**src/rtl/core/csvfs_pkg.sv**
```systemverilog
// Package for the CSV field splitter: byte classes, parse modes, queue entry
// and result types, and the fixed byte codes.
// No dependencies.
package csvfs_pkg;

    // Fixed widths of the payload fields.
    localparam int unsigned BYTE_W  = 8;
    localparam int unsigned INDEX_W = 5;
    localparam int unsigned ERROR_W = 2;

    // Width of the packed result data: byte, field end, index, error code.
    localparam int unsigned RES_DATA_W = BYTE_W + 1 + INDEX_W + ERROR_W;

    // Special byte codes.
    localparam logic [BYTE_W-1:0] QUOTE_BYTE = 8'h22;
    localparam logic [BYTE_W-1:0] COMMA_BYTE = 8'h2C;
    localparam logic [BYTE_W-1:0] NUL_BYTE   = 8'h00;

    // Byte class decided by the front end.
    typedef enum logic [1:0] {
        KIND_OTHER = 2'd0,
        KIND_COMMA = 2'd1,
        KIND_QUOTE = 2'd2,
        KIND_EOL   = 2'd3
    } t_kind;

    // Parse mode of the back end.
    typedef enum logic [1:0] {
        MODE_PLAIN      = 2'd0,
        MODE_QUOTED     = 2'd1,
        MODE_QUOTE_SEEN = 2'd2,
        MODE_DROP       = 2'd3
    } t_mode;

    // Error codes carried with each result.
    typedef enum logic [ERROR_W-1:0] {
        ERR_NONE       = 2'd0,
        ERR_UNCLOSED   = 2'd1,
        ERR_BAD_QUOTE  = 2'd2,
        ERR_TOO_MANY   = 2'd3
    } t_error;

    // One classified byte as it travels through the queue.
    typedef struct packed {
        t_kind              kind;
        logic [BYTE_W-1:0]  data;
    } t_item;

    // Queue head as seen by the back end.
    typedef struct packed {
        logic   valid;
        t_item  item;
    } t_q_head;

    // One result item.
    typedef struct packed {
        t_error              error_code;
        logic [INDEX_W-1:0]  field_index;
        logic                record_end;
        logic                field_end;
        logic                has_byte;
        logic [BYTE_W-1:0]   data_byte;
    } t_result;

endpackage

```
**src/rtl/core/csvfs_front.sv**
```systemverilog
// Front end of the CSV field splitter: accepts bytes, classifies them and
// holds them in a two-entry queue for the back end.
// Depends on csvfs_pkg.
module csvfs_front (
    input  logic                   i_clk,
    input  logic                   i_rst_n,
    input  logic                   i_valid,
    output logic                   o_ready,
    input  logic [csvfs_pkg::BYTE_W-1:0] i_ch,
    input  logic                   i_line_end,
    output csvfs_pkg::t_q_head     o_head,
    input  logic                   i_pop
);
    import csvfs_pkg::*;

    t_item       r_mem [2];
    logic        r_wr_ptr;
    logic        r_rd_ptr;
    logic [1:0]  r_count;
    logic [1:0]  n_count;
    t_item       w_item;
    logic        w_push;

    // Classify the incoming byte; a zero byte ends the line too.
    always_comb begin
        w_item.data = i_ch;
        if (i_line_end || (i_ch == NUL_BYTE)) begin
            w_item.kind = KIND_EOL;
        end else if (i_ch == COMMA_BYTE) begin
            w_item.kind = KIND_COMMA;
        end else if (i_ch == QUOTE_BYTE) begin
            w_item.kind = KIND_QUOTE;
        end else begin
            w_item.kind = KIND_OTHER;
        end
    end

    assign o_ready = (r_count != 2'd2);
    assign w_push  = i_valid && o_ready;

    // Occupancy follows pushes and pops.
    always_comb begin
        n_count = r_count;
        if (w_push && !i_pop) begin
            n_count = r_count + 2'd1;
        end else if (!w_push && i_pop) begin
            n_count = r_count - 2'd1;
        end
    end

    // Queue pointers and count.
    always_ff @(posedge i_clk) begin
        if (!i_rst_n) begin
            r_wr_ptr <= 1'b0;
            r_rd_ptr <= 1'b0;
            r_count  <= 2'd0;
        end else begin
            r_count <= n_count;
            if (w_push) begin
                r_wr_ptr <= ~r_wr_ptr;
            end
            if (i_pop) begin
                r_rd_ptr <= ~r_rd_ptr;
            end
        end
    end

    // Queue storage.
    always_ff @(posedge i_clk) begin
        if (w_push) begin
            r_mem[r_wr_ptr] <= w_item;
        end
    end

    assign o_head.valid = (r_count != 2'd0);
    assign o_head.item  = r_mem[r_rd_ptr];

endmodule

```
**src/rtl/core/csvfs_back.sv**
```systemverilog
// Back end of the CSV field splitter: runs the quote/field mode machine on
// classified bytes and holds each result in an output register.
// Depends on csvfs_pkg.
module csvfs_back #(
    parameter int unsigned FIELD_LIMIT = 32
) (
    input  logic                i_clk,
    input  logic                i_rst_n,
    input  csvfs_pkg::t_q_head  i_head,
    output logic                o_pop,
    output logic                o_valid,
    input  logic                i_ready,
    output csvfs_pkg::t_result  o_result
);
    import csvfs_pkg::*;

    localparam logic [INDEX_W:0] LIMIT = (INDEX_W+1)'(FIELD_LIMIT);

    t_mode               r_mode;
    t_mode               n_mode;
    logic [INDEX_W-1:0]  r_count;
    logic [INDEX_W-1:0]  n_count;
    logic                r_out_valid;
    t_result             r_out;
    logic                w_res_valid;
    t_result             w_res;
    logic                w_at_limit;
    logic [INDEX_W:0]    w_next_idx;

    // Pop the queue head whenever the output register is free or drains.
    assign o_pop = i_head.valid && (!r_out_valid || i_ready);

    assign w_next_idx = {1'b0, r_count} + (INDEX_W+1)'(1);
    assign w_at_limit = (w_next_idx >= LIMIT);

    // Next mode and field count.
    always_comb begin
        n_mode  = r_mode;
        n_count = r_count;
        unique case (r_mode)
            MODE_PLAIN, MODE_QUOTE_SEEN: begin
                unique case (i_head.item.kind)
                    KIND_EOL: begin
                        n_mode  = MODE_PLAIN;
                        n_count = '0;
                    end
                    KIND_COMMA: begin
                        if (w_at_limit) begin
                            n_mode = MODE_DROP;
                        end else begin
                            n_mode  = MODE_PLAIN;
                            n_count = w_next_idx[INDEX_W-1:0];
                        end
                    end
                    KIND_QUOTE: begin
                        n_mode = MODE_QUOTED;
                    end
                    default: begin
                        if (r_mode == MODE_QUOTE_SEEN) begin
                            n_mode = MODE_DROP;
                        end
                    end
                endcase
            end
            MODE_QUOTED: begin
                if (i_head.item.kind == KIND_EOL) begin
                    n_mode  = MODE_PLAIN;
                    n_count = '0;
                end else if (i_head.item.kind == KIND_QUOTE) begin
                    n_mode = MODE_QUOTE_SEEN;
                end
            end
            default: begin
                if (i_head.item.kind == KIND_EOL) begin
                    n_mode  = MODE_PLAIN;
                    n_count = '0;
                end
            end
        endcase
    end

    // Result for the current item, if it causes one.
    always_comb begin
        w_res_valid       = 1'b0;
        w_res.data_byte   = '0;
        w_res.has_byte    = 1'b0;
        w_res.field_end   = 1'b0;
        w_res.record_end  = 1'b0;
        w_res.field_index = r_count;
        w_res.error_code  = ERR_NONE;
        unique case (r_mode)
            MODE_PLAIN, MODE_QUOTE_SEEN: begin
                unique case (i_head.item.kind)
                    KIND_EOL: begin
                        w_res_valid      = 1'b1;
                        w_res.field_end  = 1'b1;
                        w_res.record_end = 1'b1;
                    end
                    KIND_COMMA: begin
                        w_res_valid     = 1'b1;
                        w_res.field_end = 1'b1;
                        if (w_at_limit) begin
                            w_res.error_code = ERR_TOO_MANY;
                        end
                    end
                    KIND_QUOTE: begin
                        // A doubled quote inside quotes gives one literal quote.
                        if (r_mode == MODE_QUOTE_SEEN) begin
                            w_res_valid     = 1'b1;
                            w_res.data_byte = QUOTE_BYTE;
                            w_res.has_byte  = 1'b1;
                        end
                    end
                    default: begin
                        w_res_valid = 1'b1;
                        if (r_mode == MODE_QUOTE_SEEN) begin
                            w_res.field_end  = 1'b1;
                            w_res.error_code = ERR_BAD_QUOTE;
                        end else begin
                            w_res.data_byte = i_head.item.data;
                            w_res.has_byte  = 1'b1;
                        end
                    end
                endcase
            end
            MODE_QUOTED: begin
                if (i_head.item.kind == KIND_EOL) begin
                    w_res_valid      = 1'b1;
                    w_res.field_end  = 1'b1;
                    w_res.record_end = 1'b1;
                    w_res.error_code = ERR_UNCLOSED;
                end else if (i_head.item.kind != KIND_QUOTE) begin
                    w_res_valid     = 1'b1;
                    w_res.data_byte = i_head.item.data;
                    w_res.has_byte  = 1'b1;
                end
            end
            default: begin
                // Dropping the rest of a line: only its end reports.
                if (i_head.item.kind == KIND_EOL) begin
                    w_res_valid       = 1'b1;
                    w_res.record_end  = 1'b1;
                    w_res.field_index = '0;
                end
            end
        endcase
    end

    // Mode registers advance on each popped item.
    always_ff @(posedge i_clk) begin
        if (!i_rst_n) begin
            r_mode  <= MODE_PLAIN;
            r_count <= '0;
        end else if (o_pop) begin
            r_mode  <= n_mode;
            r_count <= n_count;
        end
    end

    // Output register.
    always_ff @(posedge i_clk) begin
        if (!i_rst_n) begin
            r_out_valid <= 1'b0;
        end else if (o_pop) begin
            r_out_valid <= w_res_valid;
        end else if (i_ready) begin
            r_out_valid <= 1'b0;
        end
    end

    always_ff @(posedge i_clk) begin
        if (o_pop && w_res_valid) begin
            r_out <= w_res;
        end
    end

    assign o_valid  = r_out_valid;
    assign o_result = r_out;

endmodule

```
**src/rtl/core/csv_field_splitter_top.sv**
```systemverilog
// CSV field splitter, top level: an accepted byte is written into the queue,
// then the mode step of the back end takes it into the output register, where
// its result appears on the output. Throughput is one byte per cycle while the
// output is accepted; the two-entry queue lets both sides stall freely.
// Reset (synchronous, active low) empties the queue and output register and
// returns the parser to the start of an unquoted field with field index zero.
module csv_field_splitter_top #(
    parameter int unsigned MAX_FIELD_COUNT = 32
) (
    input  logic        i_clk,
    input  logic        i_rst_n,
    input  logic        i_s_tvalid,
    output logic        o_s_tready,
    input  logic [7:0]  i_s_tdata,   // [7:0] ch
    input  logic        i_s_tlast,   // line_end
    output logic        o_m_tvalid,
    input  logic        i_m_tready,
    output logic [csvfs_pkg::RES_DATA_W-1:0] o_m_tdata, // [7:0] data_byte,
                                     // [8] field_end, [13:9] field_index,
                                     // [15:14] error_code
    output logic        o_m_tuser,   // has_byte
    output logic        o_m_tlast    // record_end
);
    import csvfs_pkg::*;

    localparam int unsigned FIELD_LIMIT = (MAX_FIELD_COUNT > 32) ? 32 : MAX_FIELD_COUNT;

    t_q_head  w_head;
    logic     w_pop;
    t_result  w_result;

    // Byte classifier and queue.
    csvfs_front u_front (
        .i_clk      (i_clk),
        .i_rst_n    (i_rst_n),
        .i_valid    (i_s_tvalid),
        .o_ready    (o_s_tready),
        .i_ch       (i_s_tdata),
        .i_line_end (i_s_tlast),
        .o_head     (w_head),
        .i_pop      (w_pop)
    );

    // Mode machine and output register.
    csvfs_back #(
        .FIELD_LIMIT (FIELD_LIMIT)
    ) u_back (
        .i_clk    (i_clk),
        .i_rst_n  (i_rst_n),
        .i_head   (w_head),
        .o_pop    (w_pop),
        .o_valid  (o_m_tvalid),
        .i_ready  (i_m_tready),
        .o_result (w_result)
    );

    assign o_m_tdata = {w_result.error_code, w_result.field_index,
                        w_result.field_end, w_result.data_byte};
    assign o_m_tuser = w_result.has_byte;
    assign o_m_tlast = w_result.record_end;

`ifndef SYNTHESIS
    // An unclosed quote always closes both the field and the record.
    a_unclosed_ends_record: assert property (@(posedge i_clk) disable iff (!i_rst_n)
        (o_m_tvalid && (w_result.error_code == ERR_UNCLOSED))
        |-> (w_result.field_end && w_result.record_end))
        else $error("unclosed-quote result without field and record end");

    // A record end without a field end only follows an error, with index zero.
    a_drop_end_clean: assert property (@(posedge i_clk) disable iff (!i_rst_n)
        (o_m_tvalid && w_result.record_end && !w_result.field_end)
        |-> ((w_result.field_index == '0) && (w_result.error_code == ERR_NONE)))
        else $error("dropped-line end carries index or error");

    // The field index never reaches the field limit.
    a_index_in_range: assert property (@(posedge i_clk) disable iff (!i_rst_n)
        o_m_tvalid |-> ({1'b0, w_result.field_index} < (INDEX_W+1)'(FIELD_LIMIT)))
        else $error("field index beyond limit");

    // A content byte never comes with a boundary or an error.
    a_byte_alone: assert property (@(posedge i_clk) disable iff (!i_rst_n)
        (o_m_tvalid && w_result.has_byte)
        |-> (!w_result.field_end && !w_result.record_end
             && (w_result.error_code == ERR_NONE)))
        else $error("content byte mixed with boundary");
`endif

endmodule

```
**config.mk**
```make
export PLATFORM = sky130hd
export DESIGN_NAME = csv_field_splitter_top
export DESIGN_NICKNAME = d
export VERILOG_FILES = /design/src/rtl/core/csvfs_pkg.sv /design/src/rtl/core/csvfs_front.sv /design/src/rtl/core/csvfs_back.sv /design/src/rtl/core/csv_field_splitter_top.sv
export SDC_FILE = /design/constraint.sdc
export NUM_CORES = 1
export LEC_CHECK = 0
export ABC_AREA = 1
export BUFFER_PORTS_ARGS = -buffer_cell sky130_fd_sc_hd__buf_2
export CORE_AREA = 8 8 100 102
export DETAILED_ROUTE_END_ITERATION = 12
export DIE_AREA = 0 0 108 110
export GPL_TIMING_DRIVEN = 0
export MAX_ROUTING_LAYER = met4
export PLACE_DENSITY = 0.45
export SLEW_MARGIN = 20
export SYNTH_ARGS = -nofsm -noshare
export SYNTH_HDL_FRONTEND = slang
export SYNTH_SLANG_ARGS = --single-unit
```
**constraint.sdc**
```tcl
create_clock -name i_clk -period 2 [get_ports i_clk]
set_input_delay 0.2 -clock i_clk [delete_from_list [all_inputs] [get_ports i_clk]]
set_output_delay 0.2 -clock i_clk [all_outputs]
set_load 0.005 [all_outputs]
```
==> results.yml, run 1 <==
power_and_ir_drop:
  power_mw: 3.735
  power_leakage_nw: 1.131
  ir_drop_uv: 414.7
  power_density_nw_per_um2: 1375
sta:
  hold_slack_ns: 0.09160
  max_slew.worst_pin.slew_ns: 0.9210
  post-route-period-util_pct: 87.47
  fin_crit_ns: 1.749
  setup_viol: 0
  setup_ws_ns: 0.2506
  rsz0062_at_grt: "no"
  fmax_mhz: 571.6
  max_slew_margin_pct: 38.37
  slew_viol_final: 0
  fin_skew_ns: 0.01043
  final_hold_viol_count: 0
cells_and_area:
  finalNonFillerCells: 372
  diodes: 0
  multi_input_area_um2: 773.2
  final_area_um2: 2716
  drive_above_1_share_pct: 25.76
  layout.nets: 278
  areaGrowthSynthToFinish_pct: 17.99
  final-seq-area_um2: 1401
  nFillCells: 871
critical_path:
  crit_chain: "inv_2 -> nand2_2 -> nand2_4 -> nand2_2 -> a21oi_2 -> o21ai_1 -> clkinvlp_4 -> buf_12"
  required_ns: 2.02
  critPathLaunchType: "flip-flop"
  endpoint_kind: "flip-flop"
  cp_slowest_cell: "dfxtp_1"
  arrival_ns: 1.77
  crit_top_cell: "nand2_2"
  path_max_fanout: 18
  worstSetupPathType: "flip-flop to flip-flop"
  max_stage_delay_ns: 0.36
  reg2reg_depth: 8
global_route:
  grt_overflow: 0
  grt_max_degree: 19
  grt_pass1_wl_um: 7562
  antenna_found_initial: 0
  grt_pass1_vias: 1533
  grt.total_usage_pct: 8.291
yosys:
  synth_cells: 223
  syn_area_um2: 2302
  yosys_warnings: 0
  yosysTopAreaCell: "edfxtp_1"
  yosysSeqAreaShare_pct: 60.87
  syn_nets: 238
  yosys.area.top_type_share_pct: 49.57
  ys_ff_latch: 51
  yosys-top-cells-area: "edfxtp_1 50%, dfxtp_1 11%, nand2_1 7.3%, inv_1 4.7%, nand2_4 3.9%"
  postSynthAreaPerCell_um2: 10.32
  ys_types: 29
floorplanning:
  rows: 34
  die_h_um: 110
  die_w_um: 108
  core_um2: 8466
  ios: 33
  dieArea_um2: 11880
  start_util_pct: 27.19
run_status:
  status: "finished, final reports clean"
routing:
  drtPass1Iterations: 4
  via_per_inst: 4.089
  drc: 0
  ant_nets: 0
  wire_per_inst_um: 11.93
  dr.first_iter.drc_count: 83
  vias: 1521
  routed_wl_um: 4438
worst_hold_path:
  hold_path_depth: 1
  hold_path_class: "input pin to flip-flop"
clock_tree:
  clockBufferDepth: 2
  clkTransAtPathRegs_ns: 0.10
  htree_levels: 2
  cts_hold_buf: 0
  clkSinkCount: 51
  root_buffer: "clkbuf_8"
  clock_latency_ns: 0.31
  cts_tree: "done"
  cts_made_buffers: 5
run:
  drv_cap: 0
placed_design:
  gp_congestion: 0.7742
  dpl_cell_area_um2: 2597
  hpwlAfterDp_um: 3257
  dp.cells: 363
  pre_cts_ws_ns: -0.1281
  portBuffers: 32
synth_stat cells:
| library cell | n |
|---|---|
| nand2_1 | 45 |
| edfxtp_1 | 38 |
| inv_1 | 29 |
| nor2_1 | 21 |
| a21oi_1 | 15 |
| dfxtp_1 | 13 |
| nand3_1 | 10 |
| o21ai_0 | 9 |
| nand2_4 | 8 |
| nand2_2 | 7 |
| a21oi_2 | 2 |
| ha_1 | 2 |
| inv_2 | 2 |
| mux2i_1 | 2 |
| nor2_4 | 2 |
| nor3_1 | 2 |
| o31ai_1 | 2 |
| o41ai_1 | 2 |
| xnor2_1 | 2 |
| a31oi_1 | 1 |
| buf_6 | 1 |
| nand3_2 | 1 |
| nand3b_1 | 1 |
| nand4_1 | 1 |
| nor2_2 | 1 |
| nor2_8 | 1 |
| o21ai_1 | 1 |
| or2_2 | 1 |
| xor2_1 | 1 |
routing by layer:
layer  GRT usage [%]  wire length (µm)  part of all wire (%)  vias up
li1                -                 -                     -      817
met2           12.60              2072                    47       29
met4           3.865                 0                     0        0
met1           10.53              2201                    50      675
met3           1.453               165                   3.7        0
met5               -                 0                     0        -
kinds of logic (layout without fill, tap and decap cells):
| family | count (synthesis) | count (layout) | synth area share, % |
|---|---|---|---|
| simple gates | 101 | 101 | 22.61 |
| flops | 51 | 51 | 60.87 |
| compound gates | 32 | 32 | 7.880 |
| buf+inv | 32 | 73 | 5.543 |
| xor+xnor | 3 | 3 | 1.142 |
| fa+ha+maj | 2 | 2 | 1.087 |
| mux | 2 | 2 | 0.8696 |
timing repair:
item,4_1_cts,5_1_grt
setup buffers,1,0
setup endpoints to repair,18,0
gates resized for setup,1,0
cell type report:
class | count | area share (%)
plain buffers | 1 | 0.4146
clock buffers | 5 | 2.533
clock inverters | 3 | 0.9673
inverters | 31 | 4.422
multi-input cells | 140 | 28.47
flip-flops and latches | 51 | 51.59
well taps | 108 | 4.975
repair buffers | 33 | 6.633
registers in the layout, summed over array words and instances, names as in the netlist, named ones only:
register	count
u_back.r_mode	2
u_front.r_rd_ptr	1
u_front.r_mem	20
u_back.o_valid	1
u_back.r_count	5
u_front.r_count	2
u_front.r_wr_ptr	1
u_back.o_result	18
cells in the final DEF (no fill, tap or decap):
cell	Yosys	layout
a21oi_1	15	15
a21oi_2	2	2
nand3_1	10	10
buf_12	0	1
nand2_2	7	7
o21ai_0	9	9
xnor2_1	2	2
buf_6	1	1
dfxtp_1	13	13
or2_2	1	1
a31oi_1	1	1
mux2i_1	2	2
edfxtp_1	38	38
clkbuf_8	0	5
clkinvlp_4	0	1
buf_2	0	32
nor2_4	2	2
inv_1	29	28
inv_6	0	2
nand2_1	45	45
nand3_2	1	1
nor2_1	21	21
xor2_1	1	1
clkinv_4	0	1
nor2_2	1	1
nor2_8	1	1
o41ai_1	2	2
ha_1	2	2
o21ai_1	1	1
o31ai_1	2	2
nor3_1	2	2
nand3b_1	1	1
inv_2	2	2
nand2_4	8	8
nand4_1	1	1
stage by stage:
step / util (%) / TNS [ns]
after CTS: 32.09 / 0
after global routing: 32.09 / 0
after detailed placement: 30.68 / -2.297
after floorplan: - / 0
final: 32.09 / 0
after global placement: 30.68 / -1.918
critical path: cells and delay by family (launching register included):
family	cells	cell delay [ns]
AND/OR/NAND/NOR	3	0.33
buffers and inverters	3	0.45
flip-flops	1	0.36
AO/OA/AOI/OAI	2	0.32
worst paths after layout:
kind               startpoint                  end  slack [ns]
min reg2reg  u_front.r_rd_ptr            flip-flop        0.45
max                 flip-flop  u_back.o_result[12]        0.25
max reg2reg         flip-flop  u_back.o_result[12]        0.25
min              i_s_tdata[6]  u_front.r_mem[0][6]        0.09
where the power goes:
part / total [mW] / switching (mW) / internal, mW / leakage, nW
clock network: 0.623 / 0.365 / 0.258 / 0.0491
logic: 1.43 / 0.907 / 0.525 / 0.612
registers: 1.68 / 0.125 / 1.55 / 0.469
total: 3.73 / 1.40 / 2.34 / 1.13
Power figures use the tool's default switching activity.
==> run 2, diff against run 1 <==
SYNTH_HIERARCHICAL = 1   (was default)
==> run 2 against run 1 <==
First-iteration DRC count shrank 59%. Worst setup slack got worse by 0.11 ns. Hold slack better by 0.0050 ns. Die area unchanged. Combinational power grew 8%. Non-clock buffer count up 3. Via count increased by 3.6%. Largest power group unchanged. Register-to-register slack worse by 0.11 ns. Final cell count increased by 2.4%. Global-route usage is 0.63 points lower.
==> results.yml, run 2 <==
run_status:
  status: "finished, final reports clean"
clock_tree:
  htree_levels: 2
  cts_made_buffers: 5
  clock_latency_ns: 0.30
  clkSinkCount: 51
  clockBufferDepth: 2
  cts_tree: "done"
  root_buffer: "clkbuf_8"
  cts_hold_buf: 0
  clkTransAtPathRegs_ns: 0.09
global_route:
  antenna_found_initial: 0
  grt_max_degree: 19
  grt_pass1_vias: 1528
  grt.total_usage_pct: 7.659
  grt_overflow: 0
  grt_pass1_wl_um: 7003
placed_design:
  gp_congestion: 0.7501
  hpwlAfterDp_um: 3181
  pre_cts_ws_ns: -0.2080
  dpl_cell_area_um2: 2606
  portBuffers: 32
yosys:
  synth_commonest_cells: "44 x nand2_1, 41 x nor2_1, 38 x edfxtp_1"
  yosysTopAreaCell: "edfxtp_1"
  synth.most_common_cell: "nand2_1"
  yosysSeqAreaShare_pct: 60.64
  synth_cells: 231
  synthFlopType: "edfxtp_1"
  synth_edf_count: 38
  yosys-top-cells-area: "edfxtp_1 49%, dfxtp_1 11%, nand2_1 7.1%, nor2_1 6.7%, mux2_2 4.9%"
  syn_area_um2: 2311
  postSynthAreaPerCell_um2: 10.00
  ys_ff_latch: 51
  ys_async_sr_fraction_pct: 0
  yosys_warnings: 6
  syn_nets: 246
  yosys.area.top_type_share_pct: 49.38
  ys_types: 24
critical_path:
  critPathLaunchType: "flip-flop"
  endpoint: "u_back/o_result[6]"
  path_max_fanout: 18
  rrSetupSlack_ns: 0.14
  worstSetupPathType: "flip-flop to flip-flop"
  endpoint_kind: "flip-flop"
  arrival_ns: 1.93
  required_ns: 2.07
  reg2reg_to: "u_back/o_result[6]"
  reg2reg_depth: 10
cells_and_area:
  diodes: 0
  layout_commonest_cell: "nand2_1"
  drive_above_1_share_pct: 27.84
  final_area_um2: 2738
  areaGrowthSynthToFinish_pct: 18.46
  largest_register: "u_front/r_mem"
  final_cell_mix: "43 x nand2_1, 41 x nor2_1, 38 x edfxtp_1"
  layout.nets: 287
  largest_reg_flops: 20
worst_hold_path:
  hold_path_class: "input pin to flip-flop"
floorplanning:
  rows: 34
  start_util_pct: 27.30
  die_w_um: 108
  die_h_um: 110
  core_um2: 8466
  ios: 33
  dieArea_um2: 11880
power_and_ir_drop:
  power_leakage_nw: 1.142
  ir_drop_uv: 481.1
  power_density_nw_per_um2: 1402
sta:
  fin_crit_ns: 1.859
  setup_ws_ns: 0.1409
  post-route-period-util_pct: 92.95
  rsz0062_at_grt: "no"
  slew_viol_final: 0
  fin_skew_ns: 0.002656
  finalSetupTns_ns: 0
  max_slew_margin_pct: 40.84
  setup_viol: 0
  final_hold_viol_count: 0
  max_slew.worst_pin.slew_ns: 0.8842
  fmax_mhz: 537.9
routing:
  wire_per_inst_um: 11.17
  via_per_inst: 4.134
  drc: 0
  ant_nets: 0
  vias: 1575
  dr.first_iter.drc_count: 34
  drtPass1Iterations: 4
  routed_wl_um: 4254
run:
  drv_cap: 0
-- run 2: worst min-delay path by stage --
stage	startpoint	endpoint	slack, ns	depth (start not counted)
after floorplan	i_s_tdata[0]	u_front/r_mem[0][0]	0.30	0
after global placement	i_s_tdata[6]	u_front/r_mem[0][6]	0.41	1
after detailed placement	i_s_tdata[6]	u_front/r_mem[0][6]	0.41	1
after CTS	i_s_tdata[6]	u_front/r_mem[0][6]	0.08	1
after global routing	i_s_tdata[6]	u_front/r_mem[0][6]	0.08	1
final	i_s_tdata[6]	u_front/r_mem[0][6]	0.1	1
-- run 2: worst max-delay path: stages, from the launching register on --
cell and delay (ns):
dfxtp_1 0.33, buf_6 0.10, mux2_2 0.32, buf_4 0.17, nand2_1 0.10, inv_2 0.07, nor2_4 0.11, nor2_4 0.05
nand2_2 0.10, clkinvlp_4 0.10, buf_12 0.16
-- run 2: cell type report --
cell class / instances / area [µm²]
Timing Repair Buffer: 34 / 187.7
Buffer: 3 / 30.03
Clock inverter: 3 / 23.77
Fill cell: 900 / 5728
Tap cell: 108 / 135.1
Multi-Input combinational cell: 143 / 755.7
Clock buffer: 5 / 68.82
Inverter: 34 / 135.1
Sequential cell: 51 / 1401
-- run 2: what timing repair did --
| item | 4_1_cts | 5_1_grt |
|---|---|---|
| endpoints found under the setup margin | 18 | 18 |
| resized for setup | 2 | 1 |
| buffers inserted | 1 | 1 |
| gates cloned | 0 | 0 |
-- run 2: per-layer routing --
metal	wire (µm)	global-route usage [%]	vias to the layer above	share of wire [%]
met1	2067	9.101	702	49
met2	1923	12.16	30	45
li1	-	-	836	-
met4	74	3.865	0	1.7
met5	0	-	-	0
met3	188	1.512	7	4.4
-- run 2: where the power goes --
group	internal (mW)	switching (mW)
Sequential	1.57	0.118
Combinational	0.617	0.936
Clock	0.253	0.348
-- run 2: through the flow --
step	util, %	cells	hold WS (ns)	power (mW)
after global placement	30.79	371	0.4055	3.183
after floorplan	-	231	0.2989	2.737
after global routing	32.34	381	0.07629	4.165
after detailed placement	30.79	371	0.4074	3.192
after CTS	32.19	380	0.08055	3.901
final	32.34	381	0.09660	3.839
-- run 2: cells by family after synthesis --
family / synth area share (%)
AO/OA/AOI/OAI: 4.061
buffers and inverters: 6.984
flip-flops: 60.64
multiplexers: 4.873
AND/OR/NAND/NOR: 22.36
adder cells (fa/ha/maj): 1.083
==> run 3, diff against run 2 <==
CORE_AREA = 8 8 93 95   (was 8 8 100 102)
DIE_AREA = 0 0 101 103   (was 0 0 108 110)
PLACE_DENSITY = 0.53   (was 0.45)
clock period = 1.7 ns   (was 2 ns; I/O delays follow)
==> run 3 against run 2 <==
The flow now finishes with violations (setup timing). Final area increased by 6.1%. Clock power increased by 14%. Core utilization increased by 8.4 points. Total power increased by 29%. Sequential power increased by 18%. Global-route usage increased by 1.3 points. Combinational power increased by 47%. Largest cell class unchanged. Largest power group is now combinational logic.
==> results.yml, run 3 (synthesis results as in run 2) <==
run_status:
  status: "finished with violations"
  violations: "setup timing"
power_and_ir_drop:
  clock_power_share_pct: 13.8
  seq_power_share_pct: 40.2
  p_sw_share_pct: 35.87
  comb_power_share_pct: 46.0
  power.internal_mw: 3.182
  ir_drop_uv: 508.1
  power_density_nw_per_um2: 1709
  power_leakage_nw: 1.227
  switching_power_mw: 1.780
routing:
  ant_nets: 0
  via_per_inst: 4.277
  routed_wl_um: 4514
  wire_per_inst_um: 11.79
  dr.first_iter.drc_count: 48
  vias: 1638
  drc: 0
  drtPass1Iterations: 4
global_route:
  grt_pass1_vias: 1638
  grt_max_degree: 17
  grt.total_usage_pct: 8.994
  grt_pass1_wl_um: 7148
  grt_overflow: 0
  antenna_found_initial: 0
sta:
  setup_ws_ns: -0.04334
  fin_crit_ns: 1.743
  slew_viol_final: 0
  fmax_mhz: 573.6
  max_slew.worst_pin.slew_ns: 0.5559
  rsz0062_at_grt: "yes"
  setup_viol: 18
  finalSetupTns_ns: -0.5420
  hold_slack_ns: 0.07816
  fin_skew_ns: 0.003386
  final_hold_viol_count: 0
  post-route-period-util_pct: 102.5
  max_slew_margin_pct: 62.90
clock_tree:
  clock_latency_ns: 0.29
  root_buffer: "clkbuf_8"
  htree_levels: 2
  cts_hold_buf: 0
  cts_made_buffers: 5
  clkSinkCount: 51
  cts_tree: "done"
  clkTransAtPathRegs_ns: 0.09
  clockBufferDepth: 2
floorplanning:
  start_util_pct: 32.38
  ios: 33
  die_w_um: 101
  core_um2: 7137
  rows: 31
  die_h_um: 103
  dieArea_um2: 10400
cells_and_area:
  drive_above_1_share_pct: 34.15
  diodes: 0
  largest_reg_flops: 20
  final_cell_mix: "41 x nand2_1, 38 x edfxtp_1, 37 x nor2_1"
  layout.nets: 298
  finalNonFillerCells: 383
  layout_commonest_cell: "nand2_1"
  areaGrowthSynthToFinish_pct: 25.66
  largest_register: "u_front/r_mem"
critical_path:
  rrSetupSlack_ns: -0.04
  cp_slowest_cell: "dfxtp_4"
  max_stage_delay_ns: 0.37
  crit_chain: "mux2_4 -> nand2_4 -> inv_4 -> nor2_4 -> nor2_4 -> nand2_2 -> clkinvlp_4 -> clkbuf_16"
  required_ns: 1.77
  worstSetupPathType: "flip-flop to flip-flop"
  critPathLaunchType: "flip-flop"
  arrival_ns: 1.81
  endpoint_kind: "flip-flop"
  crit_family: "buffers and inverters"
  crit_top_cell: "nor2_4"
  path_max_fanout: 9
  critPathBufInv: 3
placed_design:
  dp.cells: 362
  pre_cts_ws_ns: -0.3544
  portBuffers: 32
  hpwlAfterDp_um: 3066
  gp_congestion: 0.8051
worst_hold_path:
  hold_path_class: "input pin to flip-flop"
run:
  drv_cap: 0
-- run 3: cell types whose count changed in the layout (fill, tap and decap cells not counted), moves of 2 or more --
cell       change
nor2_2         +3
buf_4          +7
a21oi_2        +2
clkbuf_16      +2
mux2_4         +2
nor2_1         -4
nand2_4        +2
mux2_2         -2
a21oi_1        -2
nand2_1        -2
-- run 3: path summary, 6_finish.rpt --
path / start / cells after the start / end
worst max-delay path: flip-flop / 8 / u_back/o_result[17]
worst min-delay path: i_s_tdata[7] / 1 / u_front/r_mem[0][7]
worst max register to register: flip-flop / 8 / u_back/o_result[17]
worst min register to register: u_front/r_count[0] / 1 / u_front/r_count[0]
-- run 3: area by class of cell --
type,instances,area (µm²)
multi-input cells,143,813.3
repair buffers,47,325.3
flip-flops and latches,51,1405
fillers,731,4233
inverters,34,137.6
clock inverters,3,18.77
plain buffers,1,11.26
clock buffers,5,68.82
well taps,99,123.9
-- run 3: timing repair --
action | 4_1_cts | 5_1_grt
gates resized for setup | 4 | 16
gates cloned | 1 | 2
endpoints found under the setup margin | 33 | 40
pin swaps | 2 | 6
setup buffers | 8 | 4
-- run 3: layer usage --
metal / vias up / global-route usage [%] / wire length [µm]
li1: 863 / - / -
met1: 751 / 9.817 / 2018
met5: - / - / 0
met2: 20 / 15.08 / 2227
met3: 4 / 2.228 / 189
met4: 0 / 4.467 / 78
-- run 3: power groups by stage --
stage	Clock (mW)	Sequential (mW)	Combinational [mW]
floorplan	0	2.04	1.23
global placement	0	2.01	1.76
detailed placement	0	2.02	1.78
CTS	0.717	1.99	2.10
global route	0.751	2.04	2.55
finish	0.683	2.00	2.28
-- run 3: metrics by stage --
stage / power [mW] / area (µm²) / util [%]
finish: 4.962 / 2904 / 40.69
global route: 5.341 / 2904 / 40.69
CTS: 4.805 / 2804 / 39.29
detailed placement: 3.796 / 2618 / 36.68
global placement: 3.764 / 2618 / 36.68
floorplan: 3.270 / 2333 / -
